## config.mk

```make
export PLATFORM = sky130hd
export DESIGN_NAME = grid_obstacle_map_neighbors_core
export DESIGN_NICKNAME = d
export VERILOG_FILES = /design/src/hw/rtl/gonm_pkg.sv /design/src/hw/rtl/gonm_divider.sv /design/src/hw/rtl/grid_obstacle_map_neighbors_core.sv
export SDC_FILE = /design/constraint.sdc
export NUM_CORES = 2
export LEC_CHECK = 0
export BUFFER_PORTS_ARGS = -buffer_cell sky130_fd_sc_hd__buf_4
export CORE_MARGIN = 5
export CORE_UTILIZATION = 44
export DETAILED_ROUTE_END_ITERATION = 7
export HOLD_SLACK_MARGIN = 0.02
export SLEW_MARGIN = 20
export SYNTH_ARGS = -nofsm -noshare
export SYNTH_HDL_FRONTEND = slang
export SYNTH_HIERARCHICAL = 1
export SYNTH_SLANG_ARGS = --single-unit
export TNS_END_PERCENT = 5
```

## constraint.sdc

```tcl
create_clock -name clk_i -period 19.9 [get_ports clk_i]
set_input_delay 0 -clock clk_i [delete_from_list [all_inputs] [get_ports clk_i]]
set_output_delay 0 -clock clk_i [all_outputs]
set_load 0.03 [all_outputs]
```

## src/hw/rtl/gonm_pkg.sv

```systemverilog
// ----------------------------------------------------------------------------
// Obstacle map package
// Field widths, operation codes, register indexes and shared types.
// ----------------------------------------------------------------------------
`timescale 1ns / 1ps

package gonm_pkg;

  localparam int unsigned CFG_W       = 7;
  localparam int unsigned CFG_IDX_W   = 1;
  localparam int unsigned OP_W        = 2;
  localparam int unsigned ID_W        = 12;
  localparam int unsigned MASK_W      = 4;
  localparam int unsigned COUNT_W     = 3;
  localparam int unsigned WORD_BITS   = 64;
  localparam int unsigned WORD_IDX_W  = 6;

  localparam int unsigned DEF_MAX_COLUMNS = 64;
  localparam int unsigned DEF_MAX_ROWS    = 64;

  localparam logic [CFG_W-1:0] GRID_RESET = 7'd64;

  localparam logic [CFG_IDX_W-1:0] REG_GRID_WIDTH  = 1'b0;
  localparam logic [CFG_IDX_W-1:0] REG_GRID_HEIGHT = 1'b1;

  typedef enum logic [OP_W-1:0] {
    OP_TOGGLE = 2'd0,
    OP_REMOVE = 2'd1,
    OP_CLEAR  = 2'd2,
    OP_QUERY  = 2'd3
  } op_e;

  typedef struct packed {
    logic            start;
    logic [ID_W-1:0] dividend;
  } div_req_t;

endpackage

```

## src/hw/rtl/gonm_divider.sv

```systemverilog
// ----------------------------------------------------------------------------
// Remainder unit
// Restoring division, one quotient bit per cycle; returns the remainder.
// ----------------------------------------------------------------------------
`timescale 1ns / 1ps

module gonm_divider import gonm_pkg::*; #(
  parameter int unsigned DIVISOR_W = 7
) (
  input  logic                 clk_i,
  input  logic                 rst_ni,
  input  div_req_t             req_i,
  input  logic [DIVISOR_W-1:0] divisor_i,
  output logic                 done_o,
  output logic [DIVISOR_W-1:0] remainder_o
);

  localparam int unsigned CNT_W = $clog2(ID_W + 1);

  logic [ID_W-1:0]      dvd_q, dvd_d;
  logic [DIVISOR_W-1:0] dsr_q, dsr_d;
  logic [DIVISOR_W-1:0] rem_q, rem_d;
  logic [CNT_W-1:0]     cnt_q, cnt_d;
  logic                 done_q, done_d;

  logic [DIVISOR_W:0]   trial;
  logic [DIVISOR_W:0]   diff;
  logic                 ge;

  assign trial = {rem_q, dvd_q[ID_W-1]};
  assign diff  = trial - {1'b0, dsr_q};
  assign ge    = trial >= {1'b0, dsr_q};

  always_comb begin
    dvd_d  = dvd_q;
    dsr_d  = dsr_q;
    rem_d  = rem_q;
    cnt_d  = cnt_q;
    done_d = 1'b0;
    if (req_i.start) begin
      dvd_d = req_i.dividend;
      dsr_d = divisor_i;
      rem_d = '0;
      cnt_d = CNT_W'(ID_W);
    end else if (cnt_q != '0) begin
      dvd_d  = {dvd_q[ID_W-2:0], 1'b0};
      rem_d  = ge ? diff[DIVISOR_W-1:0] : trial[DIVISOR_W-1:0];
      cnt_d  = cnt_q - CNT_W'(1);
      done_d = (cnt_q == CNT_W'(1));
    end
  end

  always_ff @(posedge clk_i or negedge rst_ni) begin
    if (!rst_ni) begin
      cnt_q  <= '0;
      done_q <= 1'b0;
    end else begin
      cnt_q  <= cnt_d;
      done_q <= done_d;
    end
  end

  always_ff @(posedge clk_i) begin
    dvd_q <= dvd_d;
    dsr_q <= dsr_d;
    rem_q <= rem_d;
  end

  assign done_o      = done_q;
  assign remainder_o = rem_q;

endmodule

```

## src/hw/rtl/grid_obstacle_map_neighbors_core.sv

```systemverilog
// ----------------------------------------------------------------------------
// Grid obstacle map with 4-neighbour query
// Bit map in a single-port word memory, sequenced one operation at a time.
// ----------------------------------------------------------------------------
// One operation is taken when start_i is high and busy_o low; busy_o stays high
// until the result strobe, which lasts one cycle and cannot be held off. An id
// outside the grid reports from the check state; a toggle or remove reports as
// its word is written back, a query on a blocked cell once the cell is read, and
// a query on a free cell after the remainder unit has found the column one bit
// of the 12-bit id at a time and the in-grid neighbours have been read one after
// another through the single memory port. Clear-all sweeps the memory one 64-bit
// word per cycle and shows the result strobe as the sweep ends. The same sweep
// runs after reset with busy_o high; register writes are taken throughout.
`timescale 1ns / 1ps

module grid_obstacle_map_neighbors_core import gonm_pkg::*; #(
  parameter int unsigned MAX_COLUMNS = DEF_MAX_COLUMNS,
  parameter int unsigned MAX_ROWS    = DEF_MAX_ROWS
) (
  input  logic                 clk_i,
  input  logic                 rst_ni,
  input  logic                 cfg_we_i,
  input  logic [CFG_IDX_W-1:0] cfg_idx_i,
  input  logic [CFG_W-1:0]     cfg_wdata_i,
  input  logic                 start_i,
  output logic                 busy_o,
  input  logic [OP_W-1:0]      op_i,
  input  logic [ID_W-1:0]      cell_id_i,
  output logic                 result_valid_o,
  output logic                 cell_valid_o,
  output logic                 cell_blocked_o,
  output logic [MASK_W-1:0]    neighbor_mask_o,
  output logic [COUNT_W-1:0]   neighbor_count_o
);

  localparam int unsigned WW     = $clog2(MAX_COLUMNS + 1);
  localparam int unsigned HW     = $clog2(MAX_ROWS + 1);
  localparam int unsigned WCW    = (WW > CFG_W) ? WW : CFG_W;
  localparam int unsigned HCW    = (HW > CFG_W) ? HW : CFG_W;
  localparam int unsigned CELLW  = WW + HW;
  localparam int unsigned NW     = ((CELLW > ID_W) ? CELLW : ID_W) + 1;
  localparam int unsigned MAP_CELLS = MAX_COLUMNS * MAX_ROWS;
  localparam int unsigned DEPTH  = (MAP_CELLS + WORD_BITS - 1) / WORD_BITS;
  localparam int unsigned WAW    = (DEPTH > 1) ? $clog2(DEPTH) : 1;

  localparam logic [1:0] NB_UP    = 2'd0;
  localparam logic [1:0] NB_DOWN  = 2'd1;
  localparam logic [1:0] NB_RIGHT = 2'd2;
  localparam logic [1:0] NB_LEFT  = 2'd3;

  typedef enum logic [2:0] {
    ST_CLEAR,
    ST_IDLE,
    ST_CHECK,
    ST_CELL_DATA,
    ST_DIV_WAIT,
    ST_NB_ADDR,
    ST_NB_DATA
  } state_e;

  state_e               state_q;
  logic [CFG_W-1:0]     width_q, height_q;
  op_e                  op_q;
  logic [ID_W-1:0]      id_q;
  logic [WAW-1:0]       clr_addr_q;
  logic                 clr_report_q;
  logic [1:0]           nb_q;
  logic [WORD_IDX_W-1:0] nb_bit_q;
  logic [MASK_W-1:0]    mask_q;
  logic [WW-1:0]        x_q;
  logic                 res_valid_q, res_cell_valid_q, res_blocked_q;
  logic [MASK_W-1:0]    res_mask_q;
  logic [COUNT_W-1:0]   res_count_q;

  logic [WW-1:0]        w_eff, w_q;
  logic [HW-1:0]        h_eff;
  logic [CELLW-1:0]     cells_q;
  logic [WCW-1:0]       w_raw;
  logic [HCW-1:0]       h_raw;

  logic [WORD_BITS-1:0] mem_q [DEPTH];
  logic [WORD_BITS-1:0] rdata_q;
  logic                 mem_we, mem_re;
  logic [WAW-1:0]       mem_addr;
  logic [WORD_BITS-1:0] mem_wdata;

  logic [NW-1:0]        id_x, w_x, cells_x, nb_opnd, nb_id;
  logic                 nb_sub, nb_inb;
  logic [WW:0]          x_inc;
  logic [WAW-1:0]       cell_word;
  logic [WORD_IDX_W-1:0] cell_bit;
  logic                 cell_old, cell_new, id_in_grid;
  logic [WORD_BITS-1:0] word_new;
  logic [MASK_W-1:0]    mask_upd;
  logic [COUNT_W-1:0]   count_upd;

  div_req_t             div_req;
  logic                 div_done;
  logic [WW-1:0]        div_rem;

  // Clamp registers to the usable grid and form the cell count.
  assign w_raw = WCW'(width_q);
  assign h_raw = HCW'(height_q);

  always_comb begin
    if (w_raw == '0) begin
      w_eff = WW'(1);
    end else if (w_raw > WCW'(MAX_COLUMNS)) begin
      w_eff = WW'(MAX_COLUMNS);
    end else begin
      w_eff = w_raw[WW-1:0];
    end
    if (h_raw == '0) begin
      h_eff = HW'(1);
    end else if (h_raw > HCW'(MAX_ROWS)) begin
      h_eff = HW'(MAX_ROWS);
    end else begin
      h_eff = h_raw[HW-1:0];
    end
  end

  always_ff @(posedge clk_i) begin
    w_q     <= w_eff;
    cells_q <= CELLW'(w_eff) * CELLW'(h_eff);
  end

  // Cell and neighbour addressing.
  assign id_x       = NW'(id_q);
  assign w_x        = NW'(w_q);
  assign cells_x    = NW'(cells_q);
  assign id_in_grid = id_x < cells_x;
  assign cell_word  = id_x[WORD_IDX_W +: WAW];
  assign cell_bit   = id_x[WORD_IDX_W-1:0];
  assign cell_old   = rdata_q[cell_bit];
  assign cell_new   = (op_q == OP_TOGGLE) ? ~cell_old : 1'b0;
  assign x_inc      = {1'b0, x_q} + (WW+1)'(1);

  always_comb begin
    word_new           = rdata_q;
    word_new[cell_bit] = cell_new;
  end

  always_comb begin
    nb_sub  = (nb_q == NB_UP) || (nb_q == NB_LEFT);
    nb_opnd = ((nb_q == NB_UP) || (nb_q == NB_DOWN)) ? w_x : NW'(1);
    nb_id   = nb_sub ? (id_x - nb_opnd) : (id_x + nb_opnd);
    case (nb_q)
      NB_UP:    nb_inb = id_x >= w_x;
      NB_DOWN:  nb_inb = nb_id < cells_x;
      NB_RIGHT: nb_inb = x_inc < {1'b0, w_q};
      NB_LEFT:  nb_inb = x_q != '0;
      default:  nb_inb = 1'b0;
    endcase
  end

  always_comb begin
    mask_upd = mask_q;
    if (state_q == ST_NB_DATA) begin
      mask_upd[nb_q] = ~rdata_q[nb_bit_q];
    end
    count_upd = COUNT_W'(mask_upd[0]) + COUNT_W'(mask_upd[1]) +
                COUNT_W'(mask_upd[2]) + COUNT_W'(mask_upd[3]);
  end

  // Memory port control.
  always_comb begin
    mem_we    = 1'b0;
    mem_re    = 1'b0;
    mem_addr  = cell_word;
    mem_wdata = word_new;
    case (state_q)
      ST_CLEAR: begin
        mem_we    = 1'b1;
        mem_addr  = clr_addr_q;
        mem_wdata = '0;
      end
      ST_CHECK: begin
        mem_re = 1'b1;
      end
      ST_CELL_DATA: begin
        mem_we = (op_q == OP_TOGGLE) || (op_q == OP_REMOVE);
      end
      ST_NB_ADDR: begin
        mem_re   = nb_inb;
        mem_addr = nb_id[WORD_IDX_W +: WAW];
      end
      default: begin
        mem_we = 1'b0;
      end
    endcase
  end

  always_ff @(posedge clk_i) begin
    if (mem_we) begin
      mem_q[mem_addr] <= mem_wdata;
    end
    if (mem_re) begin
      rdata_q <= mem_q[mem_addr];
    end
  end

  assign div_req.start    = (state_q == ST_CELL_DATA) && (op_q == OP_QUERY) && !cell_old;
  assign div_req.dividend = id_q;

  gonm_divider #(
    .DIVISOR_W (WW)
  ) u_divider (
    .clk_i       (clk_i),
    .rst_ni      (rst_ni),
    .req_i       (div_req),
    .divisor_i   (w_q),
    .done_o      (div_done),
    .remainder_o (div_rem)
  );

  // Sequencer and result registers.
  always_ff @(posedge clk_i or negedge rst_ni) begin
    if (!rst_ni) begin
      state_q          <= ST_CLEAR;
      width_q          <= GRID_RESET;
      height_q         <= GRID_RESET;
      op_q             <= OP_TOGGLE;
      id_q             <= '0;
      clr_addr_q       <= '0;
      clr_report_q     <= 1'b0;
      nb_q             <= NB_UP;
      nb_bit_q         <= '0;
      mask_q           <= '0;
      x_q              <= '0;
      res_valid_q      <= 1'b0;
      res_cell_valid_q <= 1'b0;
      res_blocked_q    <= 1'b0;
      res_mask_q       <= '0;
      res_count_q      <= '0;
    end else begin
      if (cfg_we_i) begin
        case (cfg_idx_i)
          REG_GRID_WIDTH:  width_q  <= cfg_wdata_i;
          REG_GRID_HEIGHT: height_q <= cfg_wdata_i;
          default:         width_q  <= width_q;
        endcase
      end
      case (state_q)
        ST_CLEAR: begin
          if (clr_addr_q == WAW'(DEPTH - 1)) begin
            clr_addr_q  <= '0;
            state_q     <= ST_IDLE;
            res_valid_q <= clr_report_q;
            if (clr_report_q) begin
              res_cell_valid_q <= 1'b1;
              res_blocked_q    <= 1'b0;
              res_mask_q       <= '0;
              res_count_q      <= '0;
            end
          end else begin
            clr_addr_q  <= clr_addr_q + WAW'(1);
            res_valid_q <= 1'b0;
          end
        end
        ST_IDLE: begin
          res_valid_q <= 1'b0;
          if (start_i) begin
            op_q <= op_e'(op_i);
            id_q <= cell_id_i;
            if (op_e'(op_i) == OP_CLEAR) begin
              clr_report_q <= 1'b1;
              clr_addr_q   <= '0;
              state_q      <= ST_CLEAR;
            end else begin
              state_q <= ST_CHECK;
            end
          end
        end
        ST_CHECK: begin
          if (id_in_grid) begin
            res_valid_q <= 1'b0;
            state_q     <= ST_CELL_DATA;
          end else begin
            res_valid_q      <= 1'b1;
            res_cell_valid_q <= 1'b0;
            res_blocked_q    <= 1'b0;
            res_mask_q       <= '0;
            res_count_q      <= '0;
            state_q          <= ST_IDLE;
          end
        end
        ST_CELL_DATA: begin
          if (op_q == OP_QUERY && !cell_old) begin
            res_valid_q <= 1'b0;
            state_q     <= ST_DIV_WAIT;
          end else begin
            res_valid_q      <= 1'b1;
            res_cell_valid_q <= 1'b1;
            res_blocked_q    <= (op_q == OP_QUERY) ? cell_old : cell_new;
            res_mask_q       <= '0;
            res_count_q      <= '0;
            state_q          <= ST_IDLE;
          end
        end
        ST_DIV_WAIT: begin
          res_valid_q <= 1'b0;
          if (div_done) begin
            x_q     <= div_rem;
            nb_q    <= NB_UP;
            mask_q  <= '0;
            state_q <= ST_NB_ADDR;
          end
        end
        ST_NB_ADDR: begin
          nb_bit_q <= nb_id[WORD_IDX_W-1:0];
          if (nb_inb) begin
            res_valid_q <= 1'b0;
            state_q     <= ST_NB_DATA;
          end else if (nb_q == NB_LEFT) begin
            res_valid_q      <= 1'b1;
            res_cell_valid_q <= 1'b1;
            res_blocked_q    <= 1'b0;
            res_mask_q       <= mask_upd;
            res_count_q      <= count_upd;
            state_q          <= ST_IDLE;
          end else begin
            res_valid_q <= 1'b0;
            nb_q        <= nb_q + 2'd1;
          end
        end
        ST_NB_DATA: begin
          mask_q <= mask_upd;
          if (nb_q == NB_LEFT) begin
            res_valid_q      <= 1'b1;
            res_cell_valid_q <= 1'b1;
            res_blocked_q    <= 1'b0;
            res_mask_q       <= mask_upd;
            res_count_q      <= count_upd;
            state_q          <= ST_IDLE;
          end else begin
            res_valid_q <= 1'b0;
            nb_q        <= nb_q + 2'd1;
            state_q     <= ST_NB_ADDR;
          end
        end
        default: begin
          res_valid_q <= 1'b0;
          state_q     <= ST_IDLE;
        end
      endcase
    end
  end

  assign busy_o           = state_q != ST_IDLE;
  assign result_valid_o   = res_valid_q;
  assign cell_valid_o     = res_cell_valid_q;
  assign cell_blocked_o   = res_blocked_q;
  assign neighbor_mask_o  = res_mask_q;
  assign neighbor_count_o = res_count_q;

endmodule

```

* Word level (Yosys, flattened, before mapping) *
Memory sizes are Yosys's and may differ from the RTL's. A register that Yosys moved wholly into a read port is not among the register bits.
Index checks and enable logic that the tools add are counted.

word-level totals
  memories kept = 1
  flip-flop bits (word level) = 119
  output and inout port bits = 11
  word-level logic and storage cells = 191
  memory bits (writable) = 4096

memories
  name   words  bits a word  rd ports  clocked after Yosys merged registers in  wr ports  line                                    RTL
  mem_q  64     64           1         1                                        1         grid_obstacle_map_neighbors_core.sv:81  logic [WORD_BITS-1:0] mem_q [DEPTH];

cells by class
  add/sub/neg operators = 10
  mux-type cells = 86
  reduce and logical (&&, ||, !) cells = 31
  multipliers = 1
  equality and inequality tests = 24
  $lt $le $gt $ge = 12
  bitwise operators = 3

operators with widths
  kind                count
  $bwmux 64           1
  $mux 64             1
  $mux 7              6
  $mux 4              10
  $mux 3              13
  $mux 1              26
  $mux 12             2
  $pmux 6 s2          2
  $pmux 3 s7          1
  $pmux 4 s5          1
  $mux 6              3
  $lt 15x14->1        1
  $mux 15             1
  $pmux 1 s5          3
  $pmux 3 s5          1
  $gt 7x7->1 const B  2
  $logic_not 7->1     2
  $lt 12x14->1        1
  $lt 6x7->1 const B  2
  $mul 7x7->14        1
  $ne 2x2->1 const B  7
  $add 12x7->13       1
  $sub 12x7->13       1
  $bmux 1 s6          2
  47 further kinds    76

* Depth between registers and ports, before layout *
  word-level depth = 12
  gate-level depth with buffers = 26
  depth with buffers taken out = 24

* Hierarchy *
The synthesis kept the hierarchy.

modules (own cells, without submodules)
  module                            area each (um^2)  instances  cells an instance
  grid_obstacle_map_neighbors_core  164372.6          1          7492
  gonm_divider                      1725.4            1          148

* Worst setup path after synthesis *
No wires, ideal clock.

  path type = reg2reg
  from = register nb_q[1]
  to = memory mem_q[15][0], enable pin
  clock period less this slack = 6.886 ns
  required time = 19.413 ns
  setup time = 0.487 ns
  arrival = 6.399 ns
  stages on the path, launching flop included = 20
  slack = 13.014 ns
  buffers on the path = 4
  path through = dfrtp_1 > inv_1 > ha_1 > or2_2 > clkbuf_1 > nand2b_1 > ha_1 > fa_1 > nand2b_1 > a221oi_1 > a2111o_1 > a21bo_2 > nand2_1 > nand3_1 > nand3_1 > buf_2 > buf_2 > buf_1 > nand3_1 > nor2_1

between the ends
  cells in the longest elaborated chain, start to end = 6
  elaborated cells on any way between the ends = 10
  classes of those cells = add/sub (2); eq/ne (2); mux (3); reduce/logical (3)

ends and longest elaborated chain
  item                                                   line                                                                              RTL
  start: declaration                                     grid_obstacle_map_neighbors_core.sv:67                                            logic [1:0] nb_q;
  start signal: assignment                               grid_obstacle_map_neighbors_core.sv:323                                           nb_q <= nb_q + 2'd1;
  start signal: assignment                               grid_obstacle_map_neighbors_core.sv:337                                           nb_q <= nb_q + 2'd1;
  $eq 2x1->1 / $logic_not 2->1 (equally long branches)   grid_obstacle_map_neighbors_core.sv:145, grid_obstacle_map_neighbors_core.sv:144
  $logic_or 1x1->1                                       grid_obstacle_map_neighbors_core.sv:145                                           nb_opnd = ((nb_q == NB_UP) || (nb_q == NB_DOWN)) ? w_x : NW'(1);
  $mux 7                                                 grid_obstacle_map_neighbors_core.sv:145
  $add 12x7->13 / $sub 12x7->13 (equally long branches)  grid_obstacle_map_neighbors_core.sv:146                                           nb_id = nb_sub ? (id_x - nb_opnd) : (id_x + nb_opnd);
  $mux 15 *                                              grid_obstacle_map_neighbors_core.sv:146
  $pmux 6 s2 *                                           grid_obstacle_map_neighbors_core.sv:171                                           case (state_q)
  end: declaration                                       grid_obstacle_map_neighbors_core.sv:81

Every way passes the cells marked *; elsewhere a longest branch is shown, timed or not.

* Worst setup path in the final report *
  from = register nb_q[0]
  to = register rdata_q[46], read port of mem_q, data pin

between the ends
  cells in the longest elaborated chain, start to end = 8
  elaborated cells on any way between the ends = 14
  classes of those cells = add/sub (2); order compare (1); eq/ne (3); mux (5); reduce/logical (3)

ends and longest elaborated chain
  item                                                   line                                                                                                                       RTL
  $eq 2x1->1 / $logic_not 2->1 (equally long branches)   grid_obstacle_map_neighbors_core.sv:145, grid_obstacle_map_neighbors_core.sv:147, grid_obstacle_map_neighbors_core.sv:144
  $logic_or 1x1->1                                       grid_obstacle_map_neighbors_core.sv:145
  $mux 7                                                 grid_obstacle_map_neighbors_core.sv:145
  $add 12x7->13 / $sub 12x7->13 (equally long branches)  grid_obstacle_map_neighbors_core.sv:146
  $mux 15                                                grid_obstacle_map_neighbors_core.sv:146
  $lt 15x14->1                                           grid_obstacle_map_neighbors_core.sv:149                                                                                    NB_DOWN: nb_inb = nb_id < cells_x;
  $pmux 1 s4                                             grid_obstacle_map_neighbors_core.sv:147                                                                                    case (nb_q)
  $pmux 1 s2                                             grid_obstacle_map_neighbors_core.sv:171
  end: declaration                                       grid_obstacle_map_neighbors_core.sv:82                                                                                     logic [WORD_BITS-1:0] rdata_q;

Several ways; a longest one is shown, not always the timed one.
A chain may end at the register's enable or synchronous reset.

==> impl_results.md <==
* Status: finished, final reports clean
* CTS Sinks at ~4,300
* Initial Utilization at 44.2%
* Compound-gate portion of the synthesized area at ~3.5%
* Final Setup Violations at 0
* Post-synthesis simple-gate area fraction at roughly 2.3%
* Hold-critical path depth at 6
* Number of flops mapped to enable cells by yosys at about 4,200
* Critical path type: flip-flop to flip-flop
* Clock tree from TritonCTS: done
* Number of nets with antenna violations after routing at 0
* Gpl congestion at roughly 0.85
* Router iterations before antenna repair at 6
* Multiplexer share of the synthesized area at 14.7%
* Via count at 87,237
* Ys async rst share at 1.68%
* Detailed-route DRC error count at 0
* Largest net degree at the start of global routing at between 100 and 150
* Total Power at around 32 mW
* Number of synthesis warnings at 6
* Post-CTS Setup Bufs at 0
* Gate Count Post-Synth at roughly 7,600
* NumNets Final at between 8,000 and 9,000
* Layout cell share with drive strength beyond 1 at 26.3%
* Worst R2R Setup Slack at around 11,000 ps
* Synth Cell Area at between 150,000 and 200,000 um2
* Sequential area share after synthesis at between 70 and 80%
* Initial antenna violation count at 22
* Crit path DAT at 9660 ps
* RR Endpoint: rdata_q[46]
* DR iter-0 viols at between 10,000 and 15,000
* Reg2Reg Depth at 21
* IO Port Bufs at 36
* Row count at between 200 and 250
* CTS resizes at 0
* Cts bufs inserted at 430
* Max-Cap Viols at 0
* Main synth FF type: edfxtp_1
* Total Neg Setup Slack at 0 ps
* H-tree depth at 5
* # hold bufs at CTS at 66
* IO Count at 37
* First-pass GRT wire length at slightly above 700,000 um
* XOR/XNOR Fraction of Synth Area at less than 1%
* Worst skew pair latency at 980 ps
* F_max at 112 MHz
* GRT overflow at 0
* Reg2reg start: nb_q[0]
* Slew Viols, Final at 0
* Worst Hold End: state_q[1]
* Die Ht at 624 um
* Critical-path maximum fanout at 95
* Deepest clock path buffer count at 4
* Slew margin rel. at 20.3%
* Adder-cell share of the synthesized area at under 10%
* Clk root buf: clkbuf_16
* Syn avg cell area at approximately 22 um2
* DRT Wirelength at between 500,000 and 600,000 um
* Clock Pin Slew Worst Setup and Hold Paths at around 60 ps
* HP Start: op_i[1]
* Dpl hpwl at roughly 270,000 um
* Required time of the worst setup path at just over 20,000 ps
* Clk_skew at roughly 64 ps
* Crit start category: flip-flop
* Die width at 624 um
* Post-synthesis register bit count at 4,279
* Core area at 376,000 um2
* Routed len/inst at 38.4 um
* CP endpoint kind: flip-flop
* Worst-margin pin slew at between 1000 and 1500 ps
* Area grow syn2layout at 13.8%
* Peak supply drop at ~210 uV
* Via density at roughly 6.5
* Fin. Hold Viols at 0
* Largest family of logic cells by synthesized area: multiplexers
* Overall Global Routing Usage at between 20% and 30%
* Post-synth cell types at 83
* Synthesized Nets at around 7,800
* RSZ-0062 raised after global routing: no
* Crit path time final at ~9000 ps
* Die area at around 400,000 um2
* Pleak at between 50 and 60 nW
* HP Class: input port to flip-flop
* Vias in the first global route at about 85,000
* PwrDens at between 150 and 200 nW/um2
* Fin crit share at roughly 45%
through the flow:
step / setup slack (ps) / std cells / hold WS, ps / util [%] / area (um2)
floorplan: 13010 / 7640 / -296 / - / 166000
global placement: 10700 / 12544 / 197 / 46.4 / 174000
detailed placement: 10780 / 12548 / 217 / 46.4 / 174000
CTS: 10730 / 13393 / 48.2 / 50.3 / 189000
global route: 10080 / 13395 / 151 / 50.3 / 189000
finish: 10940 / 13407 / 145 / 50.3 / 189000
routing by layer:
layer | track usage [%] | wire length (um)
met5 | 0 | 11
met4 | 8.19 | 18800
met1 | 36.9 | 195000
met2 | 40.9 | 242000
met3 | 5.61 | 58900
critical path, stage by stage (launching register included):
cell	delay, ps
dfrtp_1	420
inv_1	110
ha_1	230
or2_2	390
nand2b_1	130
ha_1	190
fa_1	220
nand2b_1	90
a221oi_1	510
o311a_1	220
a31oi_1	50
xnor2_1	280
o21a_4	570
buf_12	700
buf_4	710
buf_4	770
buf_4	760
buf_4	750
mux4_2	590
a22oi_1	300
nand4_1	170
or2_1	260
where the power goes:
part	total, mW	internal, mW	switching (mW)
clock	8.04	4.63	3.42
combinational	11.4	4.39	7.01
sequential	12.6	12.2	0.443
total	32.1	21.2	10.9
placed cells by master (no fill, tap or decap), drive strengths merged, types with 6 or more instances in the layout:
cell type    count
edfxtp        4179
mux4          1052
clkbuf         544
a22oi          517
buf            338
clkinv         173
nand2          149
nor2           147
nand4          133
inv            114
a21oi          105
ha             101
o21ai          100
nand3           81
or2             73
dfrtp           70
dlygate4sd3     65
mux2            51
bufinv          43
and2            33
nor2b           28
fa              28
dfxtp           28
xnor2           23
nor3            21
nand2b          19
a21o            14
diode           13
and3            12
mux2i           12
o22ai           11
nor3b           11
a211oi           9
xor2             8
a31oi            8
or3              8
o21bai           6
clkinvlp         6
flip-flops by register name, indices dropped and copies added, names as in the netlist, 2 cells and up:
signal                 flops
x_q                        7
u_divider/remainder_o      7
state_q                    3
op_q                       2
clr_addr_q                 6
rdata_q                   64
w_q                        7
id_q                      12
neighbor_count_o           3
mask_q                     4
u_divider/cnt_q            4
nb_bit_q                   6
u_divider/dsr_q            7
cells_q                   14
nb_q                       2
neighbor_mask_o            4
mem_q                   4096
w_raw                      7
u_divider/dvd_q           12
h_raw                      7
how the worst max path moves through the flow:
stage | start | to | slack [ps]
6_report | nb_q[0] | rdata_q[46] | 10940
5_1_grt | nb_q[0] | rdata_q[46] | 10080
4_1_cts | nb_q[0] | rdata_q[46] | 10730
3_5_place_dp | nb_q[0] | rdata_q[46] | 10780
3_3_place_gp | nb_q[0] | rdata_q[46] | 10700
2_1_floorplan | nb_q[1] | mem_q[15][0] | 13010
cells by family after synthesis:
| family | count (synthesis) |
|---|---|
| DFF | 4279 |
| muxes | 1115 |
| AOI/OAI and AO/OA | 826 |
| and+or+nand+nor | 737 |
| buffers and inverters | 523 |
| adders and majority gates | 129 |
| xor gates and xnor gates | 31 |
Yosys cell counts (7+ instances only):
cell	number	area, um2
a211oi_1	8	60.1
a21o_1	14	105
a21oi_1	105	526
a22oi_1	517	3880
a31oi_1	8	50.1
and2_1	32	200
and3_1	12	75.1
buf_1	31	116
buf_2	142	711
clkbuf_1	238	893
dfrtp_1	70	1750
dfxtp_1	28	561
edfxtp_1	4179	125000
fa_1	28	561
ha_1	101	1260
inv_1	101	379
mux2_1	7	78.8
mux2_2	44	495
mux2i_1	12	120
mux4_2	1052	23700
nand2_1	149	559
nand2b_1	19	119
nand3_1	81	405
nand4_1	133	832
nor2_1	147	552
nor2b_1	28	175
nor3_1	21	105
nor3b_1	10	75.1
o21ai_0	98	490
o22ai_1	11	68.8
or2_1	64	400
or2_2	9	56.3
or3_1	8	50.1
xnor2_1	23	201
xor2_1	8	70.1
final cells by class:
cell class	count	area [um2]
Fill cell	29495	187000
Sequential cell	4279	128000
Multi-Input combinational cell	2838	37300
Clock buffer	544	11500
Tap cell	4994	6250
Timing Repair Buffer	403	3370
Clock inverter	235	2400
Inverter	101	379
Antenna cell	13	32.5
No activity file was read; power rests on OpenSTA's default activity.
